File: config.mk
export PLATFORM = sky130hd
export DESIGN_NAME = i2c_master_bit_engine
export DESIGN_NICKNAME = d
export VERILOG_FILES = /design/src/rtl/ibe_pkg.sv /design/src/rtl/i2c_master_bit_engine.sv
export SDC_FILE = /design/constraint.sdc
export NUM_CORES = 1
export LEC_CHECK = 0
export BUFFER_PORTS_ARGS = -buffer_cell sky130_fd_sc_hd__buf_2
export CORE_MARGIN = 2
export CORE_UTILIZATION = 35
export DETAILED_ROUTE_END_ITERATION = 10
export PLACE_DENSITY = 0.56
export SLEW_MARGIN = 20
export SYNTH_ARGS = -nofsm -noshare
export SYNTH_HDL_FRONTEND = slang
export SYNTH_SLANG_ARGS = --single-unit
File: constraint.sdc
create_clock -name clk_i -period 4.6 [get_ports clk_i]
set_input_delay 0.46 -clock clk_i [delete_from_list [all_inputs] [get_ports clk_i]]
set_output_delay 0.46 -clock clk_i [all_outputs]
set_load 0.05 [all_outputs]
File: src/rtl/ibe_pkg.sv
// ibe_pkg: shared types and constants for the I2C master bit engine.
// Holds the input/result beat structs, command codes and reset constants.
// No dependencies.
package ibe_pkg;

  localparam int unsigned DelayWidth = 16;
  localparam logic [DelayWidth-1:0] BitDelayReset = 16'd15;
  localparam int unsigned ByteBits = 8;

  // command codes carried on op
  typedef enum logic [2:0] {
    CMD_IDLE  = 3'd0,
    CMD_START = 3'd1,
    CMD_WRITE = 3'd2,
    CMD_READ  = 3'd3,
    CMD_STOP  = 3'd4
  } cmd_e;

  typedef struct packed {
    logic [2:0] op;
    logic [7:0] wr_data;
    logic       ack_level;
    logic       scl_in;
    logic       sda_in;
  } in_item_t;

  typedef struct packed {
    logic       scl_low;
    logic       sda_low;
    logic       busy_res;
    logic       done_res;
    logic [7:0] rd_data;
    logic       nack;
  } out_item_t;

endpackage

File: src/rtl/i2c_master_bit_engine.sv
// A result beat is registered and appears in the cycle after its input beat is accepted.
// Throughput: one input beat per cycle; each beat is one bus timer tick and
// all of its work sits between the state registers and the result register.
// The input side stalls only while a finished result waits for out_ready_i.
// Reset (rst_ni low, asynchronous): idle, both lines released, bit_delay 15,
// no result pending.
module i2c_master_bit_engine (
  input  logic                                clk_i,
  input  logic                                rst_ni,
  input  logic                                in_valid_i,
  output logic                                in_ready_o,
  input  ibe_pkg::in_item_t                   in_data_i,
  output logic                                out_valid_o,
  input  logic                                out_ready_i,
  output ibe_pkg::out_item_t                  out_data_o,
  input  logic                                cfg_we_i,
  input  logic [ibe_pkg::DelayWidth-1:0]      cfg_wdata_i
);
  import ibe_pkg::*;

  // state
  cmd_e                  cmd_q, cmd_d;
  logic [3:0]            bit_cnt_q, bit_cnt_d;
  logic [1:0]            phase_q, phase_d;
  logic [DelayWidth-1:0] dly_q, dly_d;
  logic [ByteBits-1:0]   shift_q, shift_d;
  logic                  scl_drv_q, scl_drv_d;
  logic                  sda_drv_q, sda_drv_d;
  logic                  ack_flag_q, ack_flag_d;
  logic                  ack_drv_q, ack_drv_d;
  logic [ByteBits-1:0]   rd_byte_q, rd_byte_d;
  logic [DelayWidth-1:0] bit_delay_q;
  logic                  out_valid_q;
  out_item_t             out_q, out_d;

  logic                  in_fire;
  logic                  done;
  logic [DelayWidth-1:0] bd;
  logic [DelayWidth:0]   dly_inc;
  logic                  mon, hold;
  logic [1:0]            drv;

  // true when the current byte bit is driven by the master
  function automatic logic bit_is_write(cmd_e cmd, logic [3:0] bc);
    if (cmd == CMD_WRITE) return bc < 4'd8;
    return bc >= 4'd8;
  endfunction

  // line drives on entering a phase, returned as {scl, sda}
  function automatic logic [1:0] enter_drv(cmd_e cmd, logic [1:0] ph, logic [3:0] bc,
                                           logic [7:0] sh, logic ackd,
                                           logic scl, logic sda);
    logic s_c;
    logic s_d;
    s_c = scl;
    s_d = sda;
    case (cmd)
      CMD_START: begin
        if (ph == 2'd0) s_d = 1'b1; else s_c = 1'b1;
      end
      CMD_STOP: begin
        if (ph == 2'd0) s_d = 1'b1;
        else if (ph == 2'd1) s_c = 1'b0;
        else s_d = 1'b0;
      end
      default: begin
        if (ph == 2'd0) begin
          if (!bit_is_write(cmd, bc)) s_d = 1'b0;
          else if (cmd == CMD_WRITE) s_d = ~sh[ByteBits-1];
          else s_d = ~ackd;
        end else if (ph == 2'd1) begin
          s_c = 1'b0;
        end else begin
          s_c = 1'b1;
        end
      end
    endcase
    return {s_c, s_d};
  endfunction

  assign in_ready_o  = !out_valid_q || out_ready_i;
  assign in_fire     = in_valid_i && in_ready_o;
  assign out_valid_o = out_valid_q;
  assign out_data_o  = out_q;

  // one bus tick of the phase sequencer
  always_comb begin
    cmd_d      = cmd_q;
    bit_cnt_d  = bit_cnt_q;
    phase_d    = phase_q;
    dly_d      = dly_q;
    shift_d    = shift_q;
    scl_drv_d  = scl_drv_q;
    sda_drv_d  = sda_drv_q;
    ack_flag_d = ack_flag_q;
    ack_drv_d  = ack_drv_q;
    rd_byte_d  = rd_byte_q;
    done       = 1'b0;
    drv        = {scl_drv_q, sda_drv_q};
    bd         = (bit_delay_q == '0) ? DelayWidth'(1) : bit_delay_q;
    mon        = (cmd_q != CMD_START) && (phase_q == 2'd1);
    dly_inc    = {1'b0, dly_q} + (DelayWidth+1)'(1);
    hold       = mon && !in_data_i.scl_in &&
                 ((dly_q == '0) || (dly_inc >= {1'b0, bd}));

    if (cmd_q == CMD_IDLE) begin
      if (in_data_i.op inside {[CMD_START:CMD_STOP]}) begin
        cmd_d     = cmd_e'(in_data_i.op);
        bit_cnt_d = '0;
        phase_d   = '0;
        if (cmd_d == CMD_WRITE) shift_d = in_data_i.wr_data;
        if (cmd_d == CMD_READ) begin
          shift_d   = '0;
          ack_drv_d = in_data_i.ack_level;
        end
        drv   = enter_drv(cmd_d, 2'd0, 4'd0, shift_d, ack_drv_d, scl_drv_q, sda_drv_q);
        dly_d = '0;
      end
    end else if (!hold) begin
      dly_d = dly_inc[DelayWidth-1:0];
      if (dly_d >= bd) begin
        case (cmd_q)
          CMD_START: begin
            if (phase_q == 2'd0) begin
              phase_d = 2'd1;
              drv     = enter_drv(cmd_q, phase_d, bit_cnt_q, shift_q, ack_drv_q,
                                  scl_drv_q, sda_drv_q);
              dly_d   = '0;
            end else begin
              cmd_d     = CMD_IDLE;
              bit_cnt_d = '0;
              phase_d   = '0;
              dly_d     = '0;
              done      = 1'b1;
            end
          end
          CMD_STOP: begin
            if (phase_q < 2'd2) begin
              phase_d = phase_q + 2'd1;
              drv     = enter_drv(cmd_q, phase_d, bit_cnt_q, shift_q, ack_drv_q,
                                  scl_drv_q, sda_drv_q);
              dly_d   = '0;
            end else begin
              cmd_d     = CMD_IDLE;
              bit_cnt_d = '0;
              phase_d   = '0;
              dly_d     = '0;
              done      = 1'b1;
            end
          end
          default: begin
            // sample SDA at the end of SCL high on a slave-driven bit
            if (phase_q == 2'd1 && !bit_is_write(cmd_q, bit_cnt_q)) begin
              if (cmd_q == CMD_READ) shift_d = {shift_q[ByteBits-2:0], in_data_i.sda_in};
              else ack_flag_d = in_data_i.sda_in;
            end
            if (phase_q < 2'd2) begin
              phase_d = phase_q + 2'd1;
              drv     = enter_drv(cmd_q, phase_d, bit_cnt_q, shift_d, ack_drv_q,
                                  scl_drv_q, sda_drv_q);
              dly_d   = '0;
            end else begin
              if (cmd_q == CMD_WRITE && bit_cnt_q < 4'd8)
                shift_d = {shift_q[ByteBits-2:0], 1'b0};
              if (bit_cnt_q >= 4'd8) begin
                if (cmd_q == CMD_READ) rd_byte_d = shift_d;
                cmd_d     = CMD_IDLE;
                bit_cnt_d = '0;
                phase_d   = '0;
                dly_d     = '0;
                done      = 1'b1;
              end else begin
                bit_cnt_d = bit_cnt_q + 4'd1;
                phase_d   = '0;
                drv       = enter_drv(cmd_q, 2'd0, bit_cnt_d, shift_d, ack_drv_q,
                                      scl_drv_q, sda_drv_q);
                dly_d     = '0;
              end
            end
          end
        endcase
      end
    end

    scl_drv_d = drv[1];
    sda_drv_d = drv[0];

    out_d.scl_low  = scl_drv_d;
    out_d.sda_low  = sda_drv_d;
    out_d.busy_res = (cmd_d != CMD_IDLE);
    out_d.done_res = done;
    out_d.rd_data  = rd_byte_d;
    out_d.nack     = ack_flag_d;
  end

  // state, config and result registers
  always_ff @(posedge clk_i or negedge rst_ni) begin
    if (!rst_ni) begin
      cmd_q       <= CMD_IDLE;
      bit_cnt_q   <= '0;
      phase_q     <= '0;
      dly_q       <= '0;
      shift_q     <= '0;
      scl_drv_q   <= 1'b0;
      sda_drv_q   <= 1'b0;
      ack_flag_q  <= 1'b0;
      ack_drv_q   <= 1'b0;
      rd_byte_q   <= '0;
      bit_delay_q <= BitDelayReset;
      out_valid_q <= 1'b0;
    end else begin
      if (cfg_we_i) bit_delay_q <= cfg_wdata_i;
      if (in_fire) begin
        cmd_q      <= cmd_d;
        bit_cnt_q  <= bit_cnt_d;
        phase_q    <= phase_d;
        dly_q      <= dly_d;
        shift_q    <= shift_d;
        scl_drv_q  <= scl_drv_d;
        sda_drv_q  <= sda_drv_d;
        ack_flag_q <= ack_flag_d;
        ack_drv_q  <= ack_drv_d;
        rd_byte_q  <= rd_byte_d;
      end
      if (in_fire) out_valid_q <= 1'b1;
      else if (out_ready_i) out_valid_q <= 1'b0;
    end
  end

  // result payload, loaded with each accepted beat
  always_ff @(posedge clk_i) begin
    if (in_fire) out_q <= out_d;
  end

endmodule

---- Yosys cells after proc, flatten, opt, wreduce, memory -nomap -nowiden ----
Cells that the tools add are included.
Widths: inputs -> output; s select.
word-level totals
  output and inout bits ................... 15
  input bits .............................. 35
  logic and storage cells ................. 229
  register bits after elaboration ......... 75
operators by class
  multiplexer cells ....................... 145
  equal/unequal tests ..................... 18
  magnitude comparators ................... 9
  add/sub/neg operators ................... 3
  bitwise gates (word level) .............. 6
  reduce and logical (&&, ||, !) cells .... 29
operator list
  cell                   number
  $mux 8                 29
  $mux 16                5
  $mux 1                 79
  $logic_not 16->1       2
  $mux 4                 8
  $mux 2                 12
  $mux 3                 8
  $add 16x1->17 const B  1
  $ge 17x16->1           1
  $ge 16x16->1           1
  $eq 3x2->1 const B     4
  $ge 4x4->1 const B     2
  $lt 4x4->1 const B     2
  $pmux 4 s2             1
  $logic_and 1x1->1      7
  $reduce_and 7->1       1
  $eq 3x1->1 const B     2
  $eq 3x3->1 const B     2
  $ne 2x1->1 const B     3
  $ne 3x1->1 const B     2
  $ne 3x3->1 const B     2
  $not 1->1              6
  $pmux 3 s2             1
  $reduce_and 3->1       2
  20 further kinds       27

---- Longest topological paths before layout ----
Gate-level depths: netlist of the first run.
  depth after elaboration ................. 34
  gate-level depth with buffers ........... 17
  mapped depth without buffers ............ 15

---- Worst setup path before layout of the first run ----
No wires, ideal clock.
  path kind ............................... reg-to-reg
  from .................................... register dly_q[0]
  to ...................................... register shift_q[0]
  data required time ...................... 4475 ps
  clock period less this slack ............ 3646 ps
  data arrival time ....................... 3521 ps
  cell stages (with the launch flop) ...... 16
  setup time .............................. 125 ps
  path buffers ............................ 1
  setup slack ............................. 954 ps
  cell sequence ........................... dfrtp_1 -> ha_1 -> and3_1 -> nand3_1 -> nor3_1 -> nand4_1 -> xnor2_1 -> ha_1 -> a21oi_2 -> o211ai_1 -> or3_1 -> o211ai_2 -> nand3_2 -> or3b_1 -> buf_2 -> mux2_4
between the ends
  longest elaborated chain between the ends .. 6
  elaborated cells on any way between the ends .. 9
  classes of those cells .................. add/sub: 1; order compare: 2; eq/ne: 1; reduce/logical: 5
ends and longest elaborated chain
  what                                 RTL line                      text
  start: declaration                   i2c_master_bit_engine.sv:25   logic [DelayWidth-1:0] dly_q, dly_d;
  start signal: assignment             i2c_master_bit_engine.sv:217  dly_q <= dly_d;
  $add 16x1->17                        i2c_master_bit_engine.sv:102  dly_inc = {1'b0, dly_q} + (DelayWidth+1)'(1);
  $ge 17x16->1                         i2c_master_bit_engine.sv:104  ((dly_q == '0) || (dly_inc >= {1'b0, bd}));
  $logic_or 1x1->1                     i2c_master_bit_engine.sv:104
  $logic_and 1x1->1                    i2c_master_bit_engine.sv:103  hold = mon && !in_data_i.scl_in &&
  $ne 2x1->1 (no source line)          n/a
  $reduce_and 6->1 (no source line) *  n/a
  end signal: assignment               i2c_master_bit_engine.sv:218  shift_q <= shift_d;
  end: declaration                     i2c_master_bit_engine.sv:26   logic [ByteBits-1:0] shift_q, shift_d;
Every way passes the cells marked *; elsewhere a longest branch is shown, timed or not.
A chain may end at the register's enable or synchronous reset.

---- Final worst setup path of the first run ----
Ends and elaborated chain as after synthesis.

==> reports/metrics.cfg, run 1 <==
[critical_path]
cp_max_fo=11
r2r_slack_ns=0.46
reg2reg_to=shift_q[0]
worstPathBufferInverterCount=0
worstPathCellList=ha_1 -> and3_1 -> nand3_1 -> nor3_1 -> nand4_1 -> xnor2_1 -> ha_1 -> a21oi_2 -> o211ai_1 -> or3_1 -> o211ai_2 -> nand3_2 -> or3b_1 -> mux2_4
critical_path_class=reg2reg
crit_top_cell=ha_1
critPathMaxStageDelay_ns=0.56
r2r-start=dly_q[0]
end_kind=flop
critPathTopFamily=simple AND/OR/NAND/NOR gates
cp-start-kind=flop
critPathSlowestCell=or3b_1
arrival_ns=4.38
reg2regPathDepth=14
required_ns=4.83

[synth]
synthSimpleGateAreaFrac_pct=19.47
synth_top_family_by_area=compound AO/OA/AOI/OAI gates
synthArstFlopShare_pct=82.67
avgSynthCellArea_um2=9.045
yosysSeqAreaShare_pct=43.22
synth_xor_xnor_area_share_pct=2.333
synthMuxAreaShare_pct=4.056
synth_edf_count=13
ys_warn_count=0
synth_cells=498
ys.flop_type=dfrtp_1
netlist_area_mm2=0.004504
syn_nets=553
synthAdderAreaFrac_pct=5.556
yosysUniqueCellTypes=64
synth_compound_area_share_pct=21.03
ys_seq_elements=75

[sta]
hold_viol_final=0
hold_ws_ns=0.2980
rsz0062_at_grt=false
relSlewSlack_pct=39.47
tightest_slew_ns=0.9011
min_period_ns=4.144
drv_slew=0
setup_violations=0
setup_tns_ns=0
setup_ws_ns=0.4556
max_freq_mhz=241.3
skew_ns=0.005980
min_period_over_period_pct=90.10

[clock_tree]
cts_tree=built
cts-root-buf=clkbuf_16
cts_buffers=9
cts_htree_levels=3
clock-sinks=75
path_clk_slew_ns=0.06
clock_path_buffers=2
cts_resized=0
cts_hold_buf=0
clock_latency_ns=0.35
postCtsSetupBuffers=0

[job]
max_cap_viol_count=0

[pwr]
ir_worst_vdd_v=0.0002483
p_leak_nw=2.313
power.density_mw_per_mm2=582.0

[floorplan]
die_h_um=117.4
die_w_um=117.4
rows=41
ios=50
start_util_pct=35.84
die-area_mm2=0.01379
core_area_mm2=0.01257

[detailed_routing]
drtAntennaViolNets=0
firstDrtPassIters=4
totalWireLength_um=11120
vias=3821
drt_iter0_drc=239
wire_per_inst_um=15.46
drcViolationCount=0
vias_per_cell=5.314

[global_routing]
grt_max_degree=63
grt_usage_pct=17.43
grt_pass1_wl_um=19330
overflow=0
antenna_found_initial=0
grt_pass1_vias=3848

[place]
gp_congestion=0.8939
portBuffers=49
dp_slack_ns=0.4981
dpl.hpwl_um=8263

[layout]
multiInputGateArea_mm2=0.002362
drive_above_1_share_pct=17.55
final_cell_mix=64 x nand2_1, 58 x dfrtp_1, 52 x o21ai_0, 49 x buf_2, 44 x nor2_1
register_area_mm2=0.001947
area_growth_pct=15.36
layout.cells.most_common=nand2_1
num_antenna_cells=0
fin_util_pct=41.34
final_nets=597
fill_cells=1301

[status]
outcome=finished clean

[worst_hold_path]
hold_path.class=in2async

[registers in the layout, summed over array words and instances (netlist names), named ones only]
register,cells
dly_q,16
bit_delay_q,16
out_valid_o,1
sda_drv_q,1
cmd_q,3
scl_drv_q,1
bit_cnt_q,4
ack_flag_q,1
rd_byte_q,8
phase_q,2
shift_q,8
out_data_o,13
[worst max-delay path by stage]
stage               depth (start not counted)  startpoint  slack, ns         end
finish                                     14    dly_q[0]       0.46  shift_q[0]
global route                               14    dly_q[0]      0.008  shift_q[0]
CTS                                        14    dly_q[0]       0.48  shift_q[0]
detailed placement                         14    dly_q[0]       0.50  shift_q[0]
global placement                           14    dly_q[0]       0.58  shift_q[0]
floorplan                                  15    dly_q[0]       0.95  shift_q[0]
[cells in the mapped netlist (5+ instances only)]
library cell | instances | area (um^2)
nand2_1 | 64 | 240.2
dfrtp_1 | 58 | 1451
o21ai_0 | 52 | 260.3
nor2_1 | 44 | 165.2
inv_1 | 27 | 101.4
a21oi_1 | 20 | 100.1
ha_1 | 20 | 250.2
clkbuf_1 | 16 | 60.06
nand3_1 | 15 | 75.07
edfxtp_1 | 13 | 390.4
nor3_1 | 11 | 55.05
mux2i_1 | 10 | 100.1
nand2b_1 | 9 | 56.30
o2bb2ai_1 | 7 | 61.31
xnor2_1 | 7 | 61.31
a211oi_1 | 6 | 45.04
a21o_1 | 6 | 45.04
a22oi_1 | 6 | 45.04
mux2_2 | 6 | 67.56
nand4_1 | 6 | 37.54
and3_1 | 5 | 31.28
nor4_1 | 5 | 31.28
o211ai_1 | 5 | 37.54
xor2_1 | 5 | 43.79
[layer usage]
| metal | vias up | share of wire, % | GRT usage [%] |
|---|---|---|---|
| met5 | - | 0 | 0 |
| met4 | 0 | 1.3 | 5.497 |
| met3 | 13 | 4.0 | 4.864 |
| met2 | 72 | 51 | 29.97 |
| met1 | 1832 | 44 | 21.16 |
| li1 | 1904 | - | - |
[layout make-up]
| type | count | area share [%] |
|---|---|---|
| timing repair buffer | 55 | 5.586 |
| multi-input combinational | 373 | 45.46 |
| sequential | 75 | 37.47 |
| clock inverter | 7 | 0.9872 |
| clock buffer | 9 | 4.334 |
| tap | 172 | 4.142 |
| inverter | 28 | 2.023 |
[cells by family (layout without fill, tap and decap cells)]
| family | Yosys count | count (layout) |
|---|---|---|
| buffers and inverters | 50 | 99 |
| flip-flops | 75 | 75 |
| AO/OA/AOI/OAI | 141 | 141 |
| adder cells (fa/ha/maj) | 20 | 20 |
| multiplexers | 17 | 17 |
| AND/OR/NAND/NOR | 183 | 183 |
| XOR/XNOR | 12 | 12 |
[worst reg2reg max path, delay by kind of cell, from the launching register on]
| family | cells | cell delay [ns] |
|---|---|---|
| multiplexers | 1 | 0.34 |
| AO/OA/AOI/OAI | 3 | 0.49 |
| AND/OR/NAND/NOR | 7 | 2.05 |
| XOR/XNOR | 1 | 0.16 |
| flip-flops | 1 | 0.44 |
| adder cells (fa/ha/maj) | 2 | 0.56 |
[per-stage QoR]
step | cell area [um^2] | power (W) | instances
3_3_place_gp | 4920 | 0.002344 | 703
5_1_grt | 5196 | 0.003275 | 719
4_1_cts | 5196 | 0.003053 | 719
2_1_floorplan | 4504 | 0.002040 | 498
6_report | 5196 | 0.003024 | 719
3_5_place_dp | 4920 | 0.002369 | 703
[where the power goes]
group,internal (W),switching (W),total (W)
logic,0.000517,0.000744,0.00126
registers,0.000856,0.000250,0.00111
clock network,0.000367,0.000290,0.000657
No activity file was read; power rests on OpenSTA's default activity.
==> run 2, diff against run 1 <==
CORE_ASPECT_RATIO = 1.75   (was default)
CTS_CLUSTER_SIZE = 25   (was default)
clock period = 4.4 ns   (was 4.6 ns; I/O delays follow)
==> run 2 against run 1 <==
Effect of this change:
- cell count fell by 0.56%
- clock skew rose by 0.0023 ns
- clock power rose by 42%
- first-iteration DRC count fell by 21%
- sequential cell count did not move
- non-clock buffer count did not move
- total power rose by 14%
- highest routed layer unchanged
==> reports/metrics.cfg, run 2 (synthesized netlist as in run 1, its figures left out) <==
[global_routing]
overflow=0
grt_pass1_wl_um=19440
antenna_found_initial=0
grt_pass1_vias=3860
grt_max_degree=40
grt_usage_pct=17.81

[critical_path]
worstPathCellList=ha_1 -> and3_1 -> nand3_1 -> nor3_2 -> nand4_1 -> xnor2_1 -> ha_1 -> and4_1 -> nand4_1 -> a32oi_1 -> or2_1 -> nor2_1 -> a311o_1 -> a221o_1
cp-start-kind=flop
critPathSlowestCell=dfrtp_1
required_ns=4.48
end_kind=flop
critPathMaxStageDelay_ns=0.43
cp_max_fo=9
arrival_ns=4.18
critical_path_class=reg2reg

[layout]
final_cell_mix=64 x nand2_1, 58 x dfrtp_1, 52 x o21ai_0, 49 x buf_2, 43 x nor2_1
drive_above_1_share_pct=18.46
num_antenna_cells=0
postLayoutCellArea_mm2=0.005301
area_growth_pct=17.69
final_nets=597
layout.cells.most_common=nand2_1
fill_cells=1231

[detailed_routing]
drtAntennaViolNets=0
vias=3887
vias_per_cell=5.436
wire_per_inst_um=16.50
highest_layer=met4
met2RoutedLength_um=6583
wl_met3_um=404
totalWireLength_um=11800
drt_iter0_drc=188
m1WireLength_um=4419
firstDrtPassIters=4
drcViolationCount=0

[sta]
tightest_slew_ns=0.9163
max_freq_mhz=243.8
min_period_ns=4.101
min_period_over_period_pct=93.21
relSlewSlack_pct=38.91
rsz0062_at_grt=false
hold_ws_ns=0.2306
setup_tns_ns=0
hold_viol_final=0
drv_slew=0
setup_violations=0
skew_ns=0.008249

[job]
max_cap_viol_count=0

[worst_hold_path]
hold_path.class=in2async

[clock_tree]
cts_tree=built
cts-root-buf=clkbuf_16
cts_buffers=9
postCtsSetupBuffers=0
path_clk_slew_ns=0.06
clock_latency_ns=0.34
cts_htree_levels=3
clock_path_buffers=2
clock-sinks=75
cts_hold_buf=0

[pwr]
totalPowerFinal_w=0.003435
clkPwrFrac_pct=27.1
netSwitchingPower_w=0.001381
combPwrFrac_pct=39.0
p_int_w=0.002054
swShare_pct=40.20
power.density_mw_per_mm2=648.0
p_leak_nw=2.361
ir_worst_vdd_v=0.0002579
seqPwrFrac_pct=33.9

[place]
gp_congestion=0.9356
dpl.hpwl_um=9079
portBuffers=49
dpl_cell_area_mm2=0.004915

[floorplan]
start_util_pct=36.04
rows=54
die_h_um=154.1
die_w_um=89.76
ios=50
core_area_mm2=0.01250
die-area_mm2=0.01383

[status]
outcome=finished clean

## run 2: critical path, delay by kind of cell, from the launching register on
family                   cells  cell delay [ns]
XOR/XNOR                     1             0.17
AO/OA/AOI/OAI                3             0.97
AND/OR/NAND/NOR              8             1.69
flip-flops                   1             0.43
adder cells (fa/ha/maj)      2             0.56
## run 2: final timing paths
path	slack, ns	cells after the start	startpoint	end
worst min register to register	0.52	1	ack_flag_q	ack_flag_q
worst max register to register	0.30	14	dly_q[0]	out_data_o[11]
worst min-delay path	0.23	1	rst_ni	rd_byte_q[4]
worst max-delay path	0.30	14	dly_q[0]	out_data_o[11]
max in group asynchronous	3.22	2	rst_ni	bit_delay_q[3]
min in group clk_i	0.30	2	in_valid_i	out_valid_o
## run 2: per-layer routing
layer / up-vias / GRT usage, %
met5: - / 0
met4: 0 / 8.791
li1: 1897 / -
met2: 106 / 34.16
met1: 1852 / 18.24
met3: 32 / 3.381
## run 2: stage by stage
step                util [%]  std cells  setup slack [ns]
floorplan                  -        498            0.7543
global placement       39.32        699            0.3937
detailed placement     39.32        699            0.3300
CTS                    42.29        715            0.2824
global route           42.41        715           0.03002
finish                 42.41        715            0.2990
## run 2: timing repair
action                                 in CTS  in global routing
gates resized for setup                     0                  4
setup endpoints to repair                   0                 14
endpoints found under the hold margin       0                  0
## run 2: layout make-up
cell class | count | area, um^2 | share of cell area [%]
Sequential cell | 75 | 1947 | 36.72
Clock inverter | 7 | 146.4 | 2.761
Inverter | 28 | 105.1 | 1.983
Multi-Input combinational cell | 373 | 2377 | 44.84
Timing Repair Buffer | 55 | 290.3 | 5.476
Tap cell | 168 | 210.2 | 3.965
Clock buffer | 9 | 225.2 | 4.248
## run 2: power by group through the flow
stage	registers, W	clock network (W)	logic [W]
floorplan	0.00109	0	0.00104
global placement	0.00116	0	0.00132
detailed placement	0.00117	0	0.00133
CTS	0.00116	0.000941	0.00134
global route	0.00120	0.000975	0.00152
finish	0.00116	0.000930	0.00134
